<file path="config.mk">
export PLATFORM = sky130hd
export DESIGN_NAME = breakpoint_linear_envelope_unit
export DESIGN_NICKNAME = d
export VERILOG_FILES = /design/src/rtl/core/blenv_pkg.sv /design/src/rtl/core/breakpoint_linear_envelope_unit.sv
export SDC_FILE = /design/constraint.sdc
export NUM_CORES = 2
export LEC_CHECK = 0
export ABC_CLOCK_PERIOD_IN_PS = 6000
export CELL_PAD_IN_SITES_DETAIL_PLACEMENT = 2
export CELL_PAD_IN_SITES_GLOBAL_PLACEMENT = 2
export CORE_UTILIZATION = 42
export CTS_CLUSTER_SIZE = 14
export DETAILED_ROUTE_END_ITERATION = 10
export DONT_BUFFER_PORTS = 1
export PLACE_DENSITY_LB_ADDON = 0.1
export SLEW_MARGIN = 20
export SYNTH_ARGS = -nofsm -noshare
export SYNTH_HDL_FRONTEND = slang
export SYNTH_SLANG_ARGS = --single-unit
</file>
<file path="constraint.sdc">
create_clock -name clk -period 6 [get_ports clk]
set_input_delay 1.2 -clock clk [delete_from_list [all_inputs] [get_ports clk]]
set_output_delay 1.2 -clock clk [all_outputs]
set_load 0.1 [all_outputs]
</file>
<file path="src/rtl/core/blenv_pkg.sv">
// Shared types and constants for the breakpoint linear envelope unit.
package blenv_pkg;

    localparam int MAX_SEGMENTS_DEF = 16;
    localparam int FRAME_BITS_DEF   = 20;
    localparam int LEVEL_BITS_DEF   = 16;

    localparam int CMD_BITS   = 2;
    localparam int INDEX_BITS = 4;
    localparam int CFG_IDX_BITS = 2;

    localparam logic [CMD_BITS-1:0] CMD_WRITE   = 2'd0;
    localparam logic [CMD_BITS-1:0] CMD_RESTART = 2'd1;
    localparam logic [CMD_BITS-1:0] CMD_TICK    = 2'd2;

    localparam logic [CFG_IDX_BITS-1:0] REG_INTERP_MODE     = 2'd0;
    localparam logic [CFG_IDX_BITS-1:0] REG_SEGMENT_COUNT   = 2'd1;
    localparam logic [CFG_IDX_BITS-1:0] REG_ENVELOPE_FRAMES = 2'd2;
    localparam logic [CFG_IDX_BITS-1:0] REG_START_LEVEL     = 2'd3;

    localparam int SEG_COUNT_BITS = 5;

    typedef enum logic [2:0] {
        ST_IDLE,
        ST_CHECK,
        ST_LOOK,
        ST_MUL,
        ST_DIV,
        ST_FIN,
        ST_EMIT
    } state_t;

endpackage

</file>
<file path="src/rtl/core/breakpoint_linear_envelope_unit.sv">
// Piecewise-linear breakpoint envelope generator with segment table in on-chip RAM.
// A tick goes CHECK, LOOK, MUL, bit-serial DIV, FIN, EMIT when interpolating; LOOK returns to CHECK
// past zero-length segments; flat mode, or holding after the last segment, goes CHECK to EMIT. Once
// the envelope frames are all sent a tick gives no result. EMIT waits for a free output; no input is
// taken until IDLE again. Writes and restarts are taken in IDLE. The table RAM read is registered.
// Reset (rst_n, async, active low) clears control registers and counters, not data or the table RAM.
module breakpoint_linear_envelope_unit #(
    parameter int MAX_SEGMENTS = blenv_pkg::MAX_SEGMENTS_DEF,
    parameter int FRAME_BITS   = blenv_pkg::FRAME_BITS_DEF,
    parameter int LEVEL_BITS   = blenv_pkg::LEVEL_BITS_DEF,
    localparam int IN_DW  = ((blenv_pkg::INDEX_BITS + LEVEL_BITS + FRAME_BITS + 7) / 8) * 8,
    localparam int OUT_DW = ((LEVEL_BITS + FRAME_BITS + 7) / 8) * 8,
    localparam int CFG_DW = (FRAME_BITS > LEVEL_BITS) ? FRAME_BITS : LEVEL_BITS
) (
    input  logic                              clk,
    input  logic                              rst_n,
    input  logic                              s_tvalid,
    output logic                              s_tready,
    // seg_index, seg_level, seg_frames (low to high), zero padded
    input  logic [IN_DW-1:0]                  s_tdata,
    // cmd
    input  logic [blenv_pkg::CMD_BITS-1:0]    s_tuser,
    output logic                              m_tvalid,
    input  logic                              m_tready,
    // sample, frame_index (low to high), zero padded
    output logic [OUT_DW-1:0]                 m_tdata,
    // last_frame
    output logic                              m_tlast,
    input  logic                              cfg_valid,
    output logic                              cfg_ready,
    input  logic [blenv_pkg::CFG_IDX_BITS-1:0] cfg_index,
    input  logic [CFG_DW-1:0]                 cfg_data
);

    localparam int FW    = FRAME_BITS;
    localparam int LW    = LEVEL_BITS;
    localparam int MW    = LW + 1;
    localparam int PW    = FW + MW;
    localparam int AW    = (MAX_SEGMENTS > 1) ? $clog2(MAX_SEGMENTS) : 1;
    localparam int PTRW  = $clog2(MAX_SEGMENTS + 1);
    localparam int CNTW  = $clog2(MW + 1);
    localparam int IXW   = blenv_pkg::INDEX_BITS;
    localparam int SCW   = blenv_pkg::SEG_COUNT_BITS;

    // segment table: {length, target}
    logic [FW+LW-1:0] mem [MAX_SEGMENTS];
    logic [FW+LW-1:0] rd_data_reg;
    logic             wr_en;
    logic [AW-1:0]    wr_addr;

    blenv_pkg::state_t state_reg, state_next;

    logic                 mode_reg, mode_next;
    logic [SCW-1:0]       segcnt_reg, segcnt_next;
    logic [FW-1:0]        env_reg, env_next;
    logic signed [LW-1:0] start_reg, start_next;

    logic [FW-1:0]        frame_cnt_reg, frame_cnt_next;
    logic [PTRW-1:0]      ptr_reg, ptr_next;
    logic [FW-1:0]        fis_reg, fis_next;
    logic signed [LW-1:0] base_reg, base_next;

    logic                 neg_reg, neg_next;
    logic [MW-1:0]        mag_reg, mag_next;
    logic [FW-1:0]        rem_reg, rem_next;
    logic [MW-1:0]        quo_reg, quo_next;
    logic [CNTW-1:0]      cnt_reg, cnt_next;
    logic signed [LW-1:0] level_reg, level_next;

    logic                 out_valid_reg, out_valid_next;
    logic [LW-1:0]        out_sample_reg, out_sample_next;
    logic [FW-1:0]        out_index_reg, out_index_next;
    logic                 out_last_reg, out_last_next;

    logic [IXW-1:0]       in_index;
    logic signed [LW-1:0] in_level;
    logic [FW-1:0]        in_frames;
    logic                 in_xfer;

    logic signed [LW-1:0] rd_target;
    logic [FW-1:0]        rd_length;
    logic [31:0]          used;
    logic                 ptr_lt_used;
    logic signed [MW-1:0] diff;
    logic [PW-1:0]        prod;
    logic [FW:0]          trial;
    logic [FW:0]          trial_sub;
    logic                 trial_ge;
    logic signed [MW-1:0] level_sum;
    logic [FW:0]          fis_inc;
    logic [FW:0]          frame_inc;
    logic                 out_free;

    assign in_index  = s_tdata[IXW-1:0];
    assign in_level  = s_tdata[IXW +: LW];
    assign in_frames = s_tdata[IXW+LW +: FW];

    assign s_tready  = (state_reg == blenv_pkg::ST_IDLE);
    assign cfg_ready = 1'b1;
    assign in_xfer   = s_tvalid && s_tready;

    assign m_tvalid = out_valid_reg;
    assign m_tlast  = out_last_reg;
    assign m_tdata  = OUT_DW'({out_index_reg, out_sample_reg});

    assign rd_target = rd_data_reg[LW-1:0];
    assign rd_length = rd_data_reg[LW +: FW];

    assign used = (32'(segcnt_reg) > 32'(MAX_SEGMENTS)) ? 32'(MAX_SEGMENTS) : 32'(segcnt_reg);
    assign ptr_lt_used = 32'(ptr_reg) < used;

    assign diff      = MW'(rd_target) - MW'(base_reg);
    assign prod      = PW'(fis_reg) * PW'(mag_reg);
    assign trial     = {rem_reg, quo_reg[MW-1]};
    assign trial_sub = trial - {1'b0, rd_length};
    assign trial_ge  = trial >= {1'b0, rd_length};
    assign level_sum = neg_reg ? (MW'(base_reg) - $signed(quo_reg))
                               : (MW'(base_reg) + $signed(quo_reg));
    assign fis_inc   = {1'b0, fis_reg} + (FW+1)'(1);
    assign frame_inc = {1'b0, frame_cnt_reg} + (FW+1)'(1);
    assign out_free  = !out_valid_reg || m_tready;

    assign wr_en   = in_xfer && (s_tuser == blenv_pkg::CMD_WRITE) &&
                     (32'(in_index) < 32'(MAX_SEGMENTS));
    assign wr_addr = AW'(in_index);

    always_ff @(posedge clk)
    begin
        if (wr_en)
        begin
            mem[wr_addr] <= {in_frames, in_level};
        end
    end

    // read the entry at the segment pointer every cycle
    always_ff @(posedge clk)
    begin
        rd_data_reg <= mem[ptr_reg[AW-1:0]];
    end

    always_comb
    begin
        state_next      = state_reg;
        mode_next       = mode_reg;
        segcnt_next     = segcnt_reg;
        env_next        = env_reg;
        start_next      = start_reg;
        frame_cnt_next  = frame_cnt_reg;
        ptr_next        = ptr_reg;
        fis_next        = fis_reg;
        base_next       = base_reg;
        neg_next        = neg_reg;
        mag_next        = mag_reg;
        rem_next        = rem_reg;
        quo_next        = quo_reg;
        cnt_next        = cnt_reg;
        level_next      = level_reg;
        out_valid_next  = out_valid_reg && !m_tready;
        out_sample_next = out_sample_reg;
        out_index_next  = out_index_reg;
        out_last_next   = out_last_reg;

        if (cfg_valid)
        begin
            case (cfg_index)
                blenv_pkg::REG_INTERP_MODE:     mode_next   = cfg_data[0];
                blenv_pkg::REG_SEGMENT_COUNT:   segcnt_next = cfg_data[SCW-1:0];
                blenv_pkg::REG_ENVELOPE_FRAMES: env_next    = cfg_data[FW-1:0];
                blenv_pkg::REG_START_LEVEL:
                begin
                    start_next = cfg_data[LW-1:0];
                    if (frame_cnt_reg == '0)
                    begin
                        base_next = cfg_data[LW-1:0];
                    end
                end
                default: ;
            endcase
        end

        case (state_reg)
            blenv_pkg::ST_IDLE:
            begin
                if (in_xfer)
                begin
                    case (s_tuser)
                        blenv_pkg::CMD_RESTART:
                        begin
                            frame_cnt_next = '0;
                            ptr_next       = '0;
                            fis_next       = '0;
                            base_next      = start_reg;
                        end
                        blenv_pkg::CMD_TICK: state_next = blenv_pkg::ST_CHECK;
                        default: ;
                    endcase
                end
            end
            blenv_pkg::ST_CHECK:
            begin
                if (frame_cnt_reg >= env_reg)
                begin
                    state_next = blenv_pkg::ST_IDLE;
                end
                else if (mode_reg)
                begin
                    level_next = start_reg;
                    state_next = blenv_pkg::ST_EMIT;
                end
                else if (ptr_lt_used)
                begin
                    state_next = blenv_pkg::ST_LOOK;
                end
                else
                begin
                    level_next = base_reg;
                    state_next = blenv_pkg::ST_EMIT;
                end
            end
            blenv_pkg::ST_LOOK:
            begin
                if (rd_length == '0)
                begin
                    // jump segment: take its target, no frame used
                    base_next  = rd_target;
                    ptr_next   = ptr_reg + PTRW'(1);
                    fis_next   = '0;
                    state_next = blenv_pkg::ST_CHECK;
                end
                else
                begin
                    neg_next   = diff < 0;
                    mag_next   = (diff < 0) ? MW'(-diff) : MW'(diff);
                    state_next = blenv_pkg::ST_MUL;
                end
            end
            blenv_pkg::ST_MUL:
            begin
                // quotient < mag fits MW bits, so the upper part is already below len
                rem_next   = prod[PW-1:MW];
                quo_next   = prod[MW-1:0];
                cnt_next   = CNTW'(MW);
                state_next = blenv_pkg::ST_DIV;
            end
            blenv_pkg::ST_DIV:
            begin
                rem_next = trial_ge ? trial_sub[FW-1:0] : trial[FW-1:0];
                quo_next = {quo_reg[MW-2:0], trial_ge};
                cnt_next = cnt_reg - CNTW'(1);
                if (cnt_reg == CNTW'(1))
                begin
                    state_next = blenv_pkg::ST_FIN;
                end
            end
            blenv_pkg::ST_FIN:
            begin
                level_next = level_sum[LW-1:0];
                if (fis_inc >= {1'b0, rd_length})
                begin
                    base_next = rd_target;
                    ptr_next  = ptr_reg + PTRW'(1);
                    fis_next  = '0;
                end
                else
                begin
                    fis_next = fis_inc[FW-1:0];
                end
                state_next = blenv_pkg::ST_EMIT;
            end
            blenv_pkg::ST_EMIT:
            begin
                if (out_free)
                begin
                    out_valid_next  = 1'b1;
                    out_sample_next = level_reg;
                    out_index_next  = frame_cnt_reg;
                    out_last_next   = (frame_inc == {1'b0, env_reg});
                    frame_cnt_next  = frame_inc[FW-1:0];
                    state_next      = blenv_pkg::ST_IDLE;
                end
            end
            default: state_next = blenv_pkg::ST_IDLE;
        endcase
    end

    always_ff @(posedge clk or negedge rst_n)
    begin
        if (!rst_n)
        begin
            state_reg     <= blenv_pkg::ST_IDLE;
            mode_reg      <= 1'b0;
            segcnt_reg    <= '0;
            env_reg       <= '0;
            start_reg     <= '0;
            frame_cnt_reg <= '0;
            ptr_reg       <= '0;
            fis_reg       <= '0;
            base_reg      <= '0;
            cnt_reg       <= '0;
            out_valid_reg <= 1'b0;
        end
        else
        begin
            state_reg     <= state_next;
            mode_reg      <= mode_next;
            segcnt_reg    <= segcnt_next;
            env_reg       <= env_next;
            start_reg     <= start_next;
            frame_cnt_reg <= frame_cnt_next;
            ptr_reg       <= ptr_next;
            fis_reg       <= fis_next;
            base_reg      <= base_next;
            cnt_reg       <= cnt_next;
            out_valid_reg <= out_valid_next;
        end
    end

    always_ff @(posedge clk)
    begin
        neg_reg        <= neg_next;
        mag_reg        <= mag_next;
        rem_reg        <= rem_next;
        quo_reg        <= quo_next;
        level_reg      <= level_next;
        out_sample_reg <= out_sample_next;
        out_index_reg  <= out_index_next;
        out_last_reg   <= out_last_next;
    end

endmodule

</file>
### After elaboration in Yosys (flattened, before gate mapping)

Memories as Yosys holds them, arrays and structs flattened. A register that Yosys moved wholly into a read port is not among the register bits.
Index checks and enable logic that the tools add are counted.

* word-level logic and storage cells: 129
* flip-flop bits (word level): 220
* RAM bits: 576
* memories: 1

Memory list
* mem: depth 16, bits a word 36, read ports 1, clocked after Yosys merged registers in 1, wr ports 1, line breakpoint_linear_envelope_unit.sv:46 `logic [FW+LW-1:0] mem [MAX_SEGMENTS];`

* bitwise operators: 1
* multiplexer cells: 44
* order comparisons: 6
* $mul: 1
* equality and inequality tests: 22
* reductions and logical operators: 26
* add/sub/neg operators: 9

Operators by type and width (count)
* 2-to-1 mux 16 bit: 11
* 2-to-1 mux 20 bit: 6
* case mux 20 bit (2 select lines): 2
* case mux 20 bit (3 select lines): 1
* case mux 16 bit (3 select lines): 1
* adder 20 x 1 -> 21 bit, second input constant: 2
* >= comparator 21 x 20 -> 1 bit: 2
* logical NOT 20 bit: 2
* multiplier 20 x 17 -> 37 bit: 1
* case mux 17 bit (2 select lines): 1
* case mux 16 bit (2 select lines): 1
* 2-to-1 mux 5 bit: 5
* == test 21 x 20 -> 1 bit: 1
* 2-to-1 mux 3 bit: 7
* case mux 3 bit (7 select lines): 1
* >= comparator 20 bit: 1
* subtractor 20 bit: 1
* less-than comparator 17 x 1 -> 1 bit, second input constant: 1
* 2-to-1 mux 17 bit: 1
* negation 17 bit: 1
* subtractor 16 x 16 -> 17 bit: 1
* adder 16 bit: 1
* subtractor 16 bit: 1
* case mux 5 bit (3 select lines): 1
* 28 further kinds: 56

### Depth between registers and ports, before layout

* depth in word-level cells: 7
* mapped depth: 25
* mapped depth without buffers: 23

### Least setup slack after synthesis

OpenSTA, ideal clock, no wires.

* kind: reg2reg
* start: register fis_reg[16]
* end: register rem_reg[16] (data pin)
* data arrival time: 6294 ps
* clock period less this slack: 6549 ps
* setup slack: -549 ps
* stages on the path, launching flop included: 24
* cell sequence: dfrtp_1 clkbuf_1 clkbuf_1 nand2_1 fa_1 fa_1 fa_1 inv_1 fa_1 fa_1 inv_1 fa_1 inv_1 ha_1 clkbuf_1 nand3_1 nor3_1 nand4_1 o21ai_1 nor3_1 o31ai_1 a31oi_1 or3_1 and3_1

* longest elaborated chain between the ends: 2

Ends and longest elaborated chain
* start, declared: line breakpoint_linear_envelope_unit.sv:60 `logic [FW-1:0] fis_reg, fis_next;`
* start signal, assigned: line breakpoint_linear_envelope_unit.sv:311 `fis_reg <= fis_next;`
* multiplier 20 x 17 -> 37 bit: line breakpoint_linear_envelope_unit.sv:113 `assign prod = PW'(fis_reg) * PW'(mag_reg);`
* case mux 20 bit (2 select lines): line breakpoint_linear_envelope_unit.sv:181 `case (state_reg)`
* net rem_next[16]: line breakpoint_linear_envelope_unit.sv:65 `logic [FW-1:0] rem_reg, rem_next;`
* end signal, assigned: line breakpoint_linear_envelope_unit.sv:322 `rem_reg <= rem_next;`
* end, declared: line breakpoint_linear_envelope_unit.sv:65

The timed path passes the listed nets, and every way through them passes these cells.
A chain may end at the register's enable or synchronous reset.

### Final worst setup path

* start: register mag_reg[5]
* end: register rem_reg[18] (data pin)

* longest elaborated chain between the ends: 2

Ends and longest elaborated chain
* start, declared: line breakpoint_linear_envelope_unit.sv:64 `logic [MW-1:0] mag_reg, mag_next;`
* start signal, assigned: line breakpoint_linear_envelope_unit.sv:321 `mag_reg <= mag_next;`
* multiplier 20 x 17 -> 37 bit: line breakpoint_linear_envelope_unit.sv:113
* case mux 20 bit (2 select lines): line breakpoint_linear_envelope_unit.sv:181
* net rem_next[18]: line breakpoint_linear_envelope_unit.sv:65

The timed path passes the listed nets, and every way through them passes these cells.

==> reports/qor.csv <==
stage;metric;value;unit
outcome;outcome;finished, violations left;
outcome;failed_checks;setup timing;
timing;slew_violations;0;
timing;fin_tns_setup;-6.71;ns
global_routing;antenna_found_initial;8;
timing;clock.fmax;152;MHz
timing;slew-limit-headroom;0.244;
floorplanning;die_w;340;um
layout;fin_nets;4421;
global_routing;met2_usage;0.457;
global_routing;grt-ovfl-total;0;
cts;cts_sinks;832;
route;post_drt_via_cell_ratio;5.66;
cts;root_buffer;clkbuf_16;
worst_setup_path;crit_arrival;7.03;ns
flow_run;cap_violations;0;
cts;cts_tree;built;
placed_design;io_buffers;0;
timing;fin_ws;-0.597;ns
global_routing;grt_util_met1;0.365;
layout;final_util;0.491;
logic_synthesis;syn-cell-area;0.0480;mm2
cts;cts_buffers;93;
route;post_drt_wl_per_cell;28.4;um
route;drt-pass1-iter-count;5;
placed_design;place_congestion;0.865;
placed_design;place_area;0.0512;mm2
logic_synthesis;synthArstFlopShare;0.135;
logic_synthesis;synth_ff_type;edfxtp_1;
worst_setup_path;worstPathRequired;6.43;ns
logic_synthesis;yosysWarnings;0;
global_routing;grt_max_degree;113;
timing;fin_crit_sh;1.10;
placed_design;pre_cts_slack;-0.764;ns
floorplanning;core_region_area;0.113;mm2
route;antenna_left;0;
floorplanning;io_pins;113;
placed_design;dp_hpwl;107000;um
global_routing;grt_busiest_layer;met2;
logic_synthesis;yosys_register_bits;832;
worst_setup_path;slowest_delay;0.52;ns
route;wl;155000;um
cts;htreeDepth;3;
layout;syn2layout_area_growth;15.5;%
layout;largest_reg_flops;576;
route;drc;0;
cts;clockBufferDepth;3;
power;vdd_drop_max;0.323;mV
cts;hold_buffers;0;
floorplanning;die-area;0.116;mm2
worst_setup_path;rrSetupSlack;-0.60;ns
logic_synthesis;avgSynthCellArea;13.0;um2
route;drt-initial-drc-count;2064;
timing;finalCriticalPeriod;6.60;ns
logic_synthesis;synth_cell_types;81;
worst_setup_path;critPathMostFrequentCell;fa_1;
hold_path;hold_class;input pin to async pin;
route;via_count;30800;
timing;fin_skew;0.0593;ns
floorplanning;die-height;340;um
worst_setup_path;critPathKind;register to register;
layout;drive_gt1_frac;0.208;
timing;setup_violations;22;
global_routing;grt_pass1_wl;231000;um
power;power_density;461;mW/mm2
cts;clkTransAtPathRegs;0.07;ns
worst_setup_path;cp-end-kind;register;
worst_setup_path;critical_path.max_fanout;5;
layout;postLayoutCellArea;0.0555;mm2
logic_synthesis;ys_seq_area_frac;0.501;
floorplanning;rows;123;
timing;hold_viol;0;
worst_setup_path;slowest_stage;fa_1;
global_routing;first_global_vias;35400;
layout;fillers;10800;
timing;whs;0.204;ns
worst_setup_path;worstSetupStartpointType;register;
floorplanning;initial_utilization;0.425;
timing;tightest_slew;1.13;ns
power;total_leakage_power;21.4;nW
cts;clock_latency;0.71;ns
logic_synthesis;synth_edf_count;684;
timing;rsz0062_at_grt;yes;
global_routing;grt_usage;0.267;
logic_synthesis;syn_inst;3693;
global_routing;use_met3;0.0332;
[critical path, delay by kind of cell (launching register included)]
family                     cells  cell delay (ns)
adders and majority gates      7             3.22
AOI/OAI and AO/OA              6             1.02
and+or+nand+nor                3             0.59
buffers and inverters          8             0.87
xor gates and xnor gates       1             0.20
DFF                            1             0.38
[cells in the mapped netlist, types with 7 or more instances]
library cell | instances | share of area
clkbuf_1 | 144 | 0.011
a21boi_0 | 7 | 0.0011
nand2b_1 | 22 | 0.0029
nand4_1 | 14 | 0.0018
buf_1 | 22 | 0.0017
buf_4 | 8 | 0.0013
xor2_1 | 43 | 0.0078
edfxtp_1 | 684 | 0.43
mux4_2 | 180 | 0.084
and2_1 | 150 | 0.020
mux2_2 | 44 | 0.010
nand2_1 | 333 | 0.026
or3_1 | 15 | 0.0020
nor3_1 | 43 | 0.0045
o211ai_1 | 16 | 0.0025
o21ai_0 | 126 | 0.013
buf_2 | 9 | 0.00094
ha_1 | 214 | 0.056
a21oi_1 | 133 | 0.014
o31ai_1 | 21 | 0.0033
o21bai_1 | 8 | 0.0013
inv_1 | 419 | 0.033
nor2b_1 | 20 | 0.0026
mux2i_1 | 39 | 0.0081
dfxtp_1 | 36 | 0.015
dfrtp_1 | 112 | 0.058
o21a_1 | 20 | 0.0031
and3_1 | 18 | 0.0023
nor2_1 | 172 | 0.013
a31oi_1 | 18 | 0.0023
nand3_1 | 56 | 0.0058
xnor2_1 | 96 | 0.018
nor4_1 | 15 | 0.0020
a211oi_1 | 9 | 0.0014
fa_1 | 272 | 0.11
a21o_1 | 27 | 0.0042
a22o_1 | 9 | 0.0016
a221o_1 | 16 | 0.0033
[cell usage in the layout, fill, tap and decap left out, types with 44 or more instances in the layout]
cell         n
ha_1       194
nor2_1     157
xnor2_1     92
buf_4      211
o21ai_0    113
edfxtp_1   684
dfrtp_1    100
clkbuf_16   94
and2_1     140
nand3_1     48
mux4_2     180
fa_1       262
inv_1      401
a21oi_1    117
nand2_1    325
mux2_2      44
[stage by stage]
stage	std cells	power [mW]
final	5444	25.6
after global routing	5443	27.0
after CTS	5417	25.3
after detailed placement	5229	19.0
after global placement	5229	18.5
after floorplan	3696	15.0
[report_power, final]
| part | internal (mW) | switching [mW] |
|---|---|---|
| combinational | 4.88 | 6.76 |
| sequential | 7.09 | 1.02 |
| clock | 3.28 | 2.57 |
[logic make-up after synthesis]
logic type | Yosys count | synth area share
AO/OA/AOI/OAI | 464 | 0.0613
XOR/XNOR | 139 | 0.0254
adder cells (fa/ha/maj) | 486 | 0.169
buffers and inverters | 604 | 0.0484
flip-flops | 832 | 0.501
multiplexers | 264 | 0.103
other | 2 | 0.000156
AND/OR/NAND/NOR | 902 | 0.0913
[routing by layer]
metal | vias up | routed length (um)
met5 | - | 0
met4 | 0 | 3170
met3 | 206 | 6080
met2 | 616 | 78400
met1 | 16600 | 67200
li1 | 13400 | -
[area by class of cell]
cell class | count | area [um2] | share of cell area
diodes | 1 | 2.50 | 0.0000451
clock buffers | 123 | 2540 | 0.0458
clock inverters | 49 | 548 | 0.00988
inverters | 419 | 1570 | 0.0283
multi-input cells | 2260 | 22600 | 0.407
flip-flops and latches | 832 | 24100 | 0.434
well taps | 1500 | 1880 | 0.0338
repair buffers | 260 | 2270 | 0.0409
[worst paths after layout]
check	cells past startpoint	end	startpoint
worst max-delay path	25	rem_reg[18]	mag_reg[5]
worst min-delay path	0	frame_cnt_reg[7]	rst_n
worst max register to register	25	rem_reg[18]	mag_reg[5]
worst min register to register	0	out_sample_reg[11]	level_reg[11]
max in group asynchronous	0	fis_reg[15]	rst_n
min in group clk	0	out_sample_reg[11]	level_reg[11]
[timing repair]
| item | 4_1_cts | 5_1_grt |
|---|---|---|
| pin swaps | 43 | 84 |
| cloned | 0 | 1 |
| setup buffers | 21 | 29 |
| setup endpoints to repair | 22 | 22 |
| resized for setup | 92 | 113 |
No activity file was read; power rests on OpenSTA's default activity.
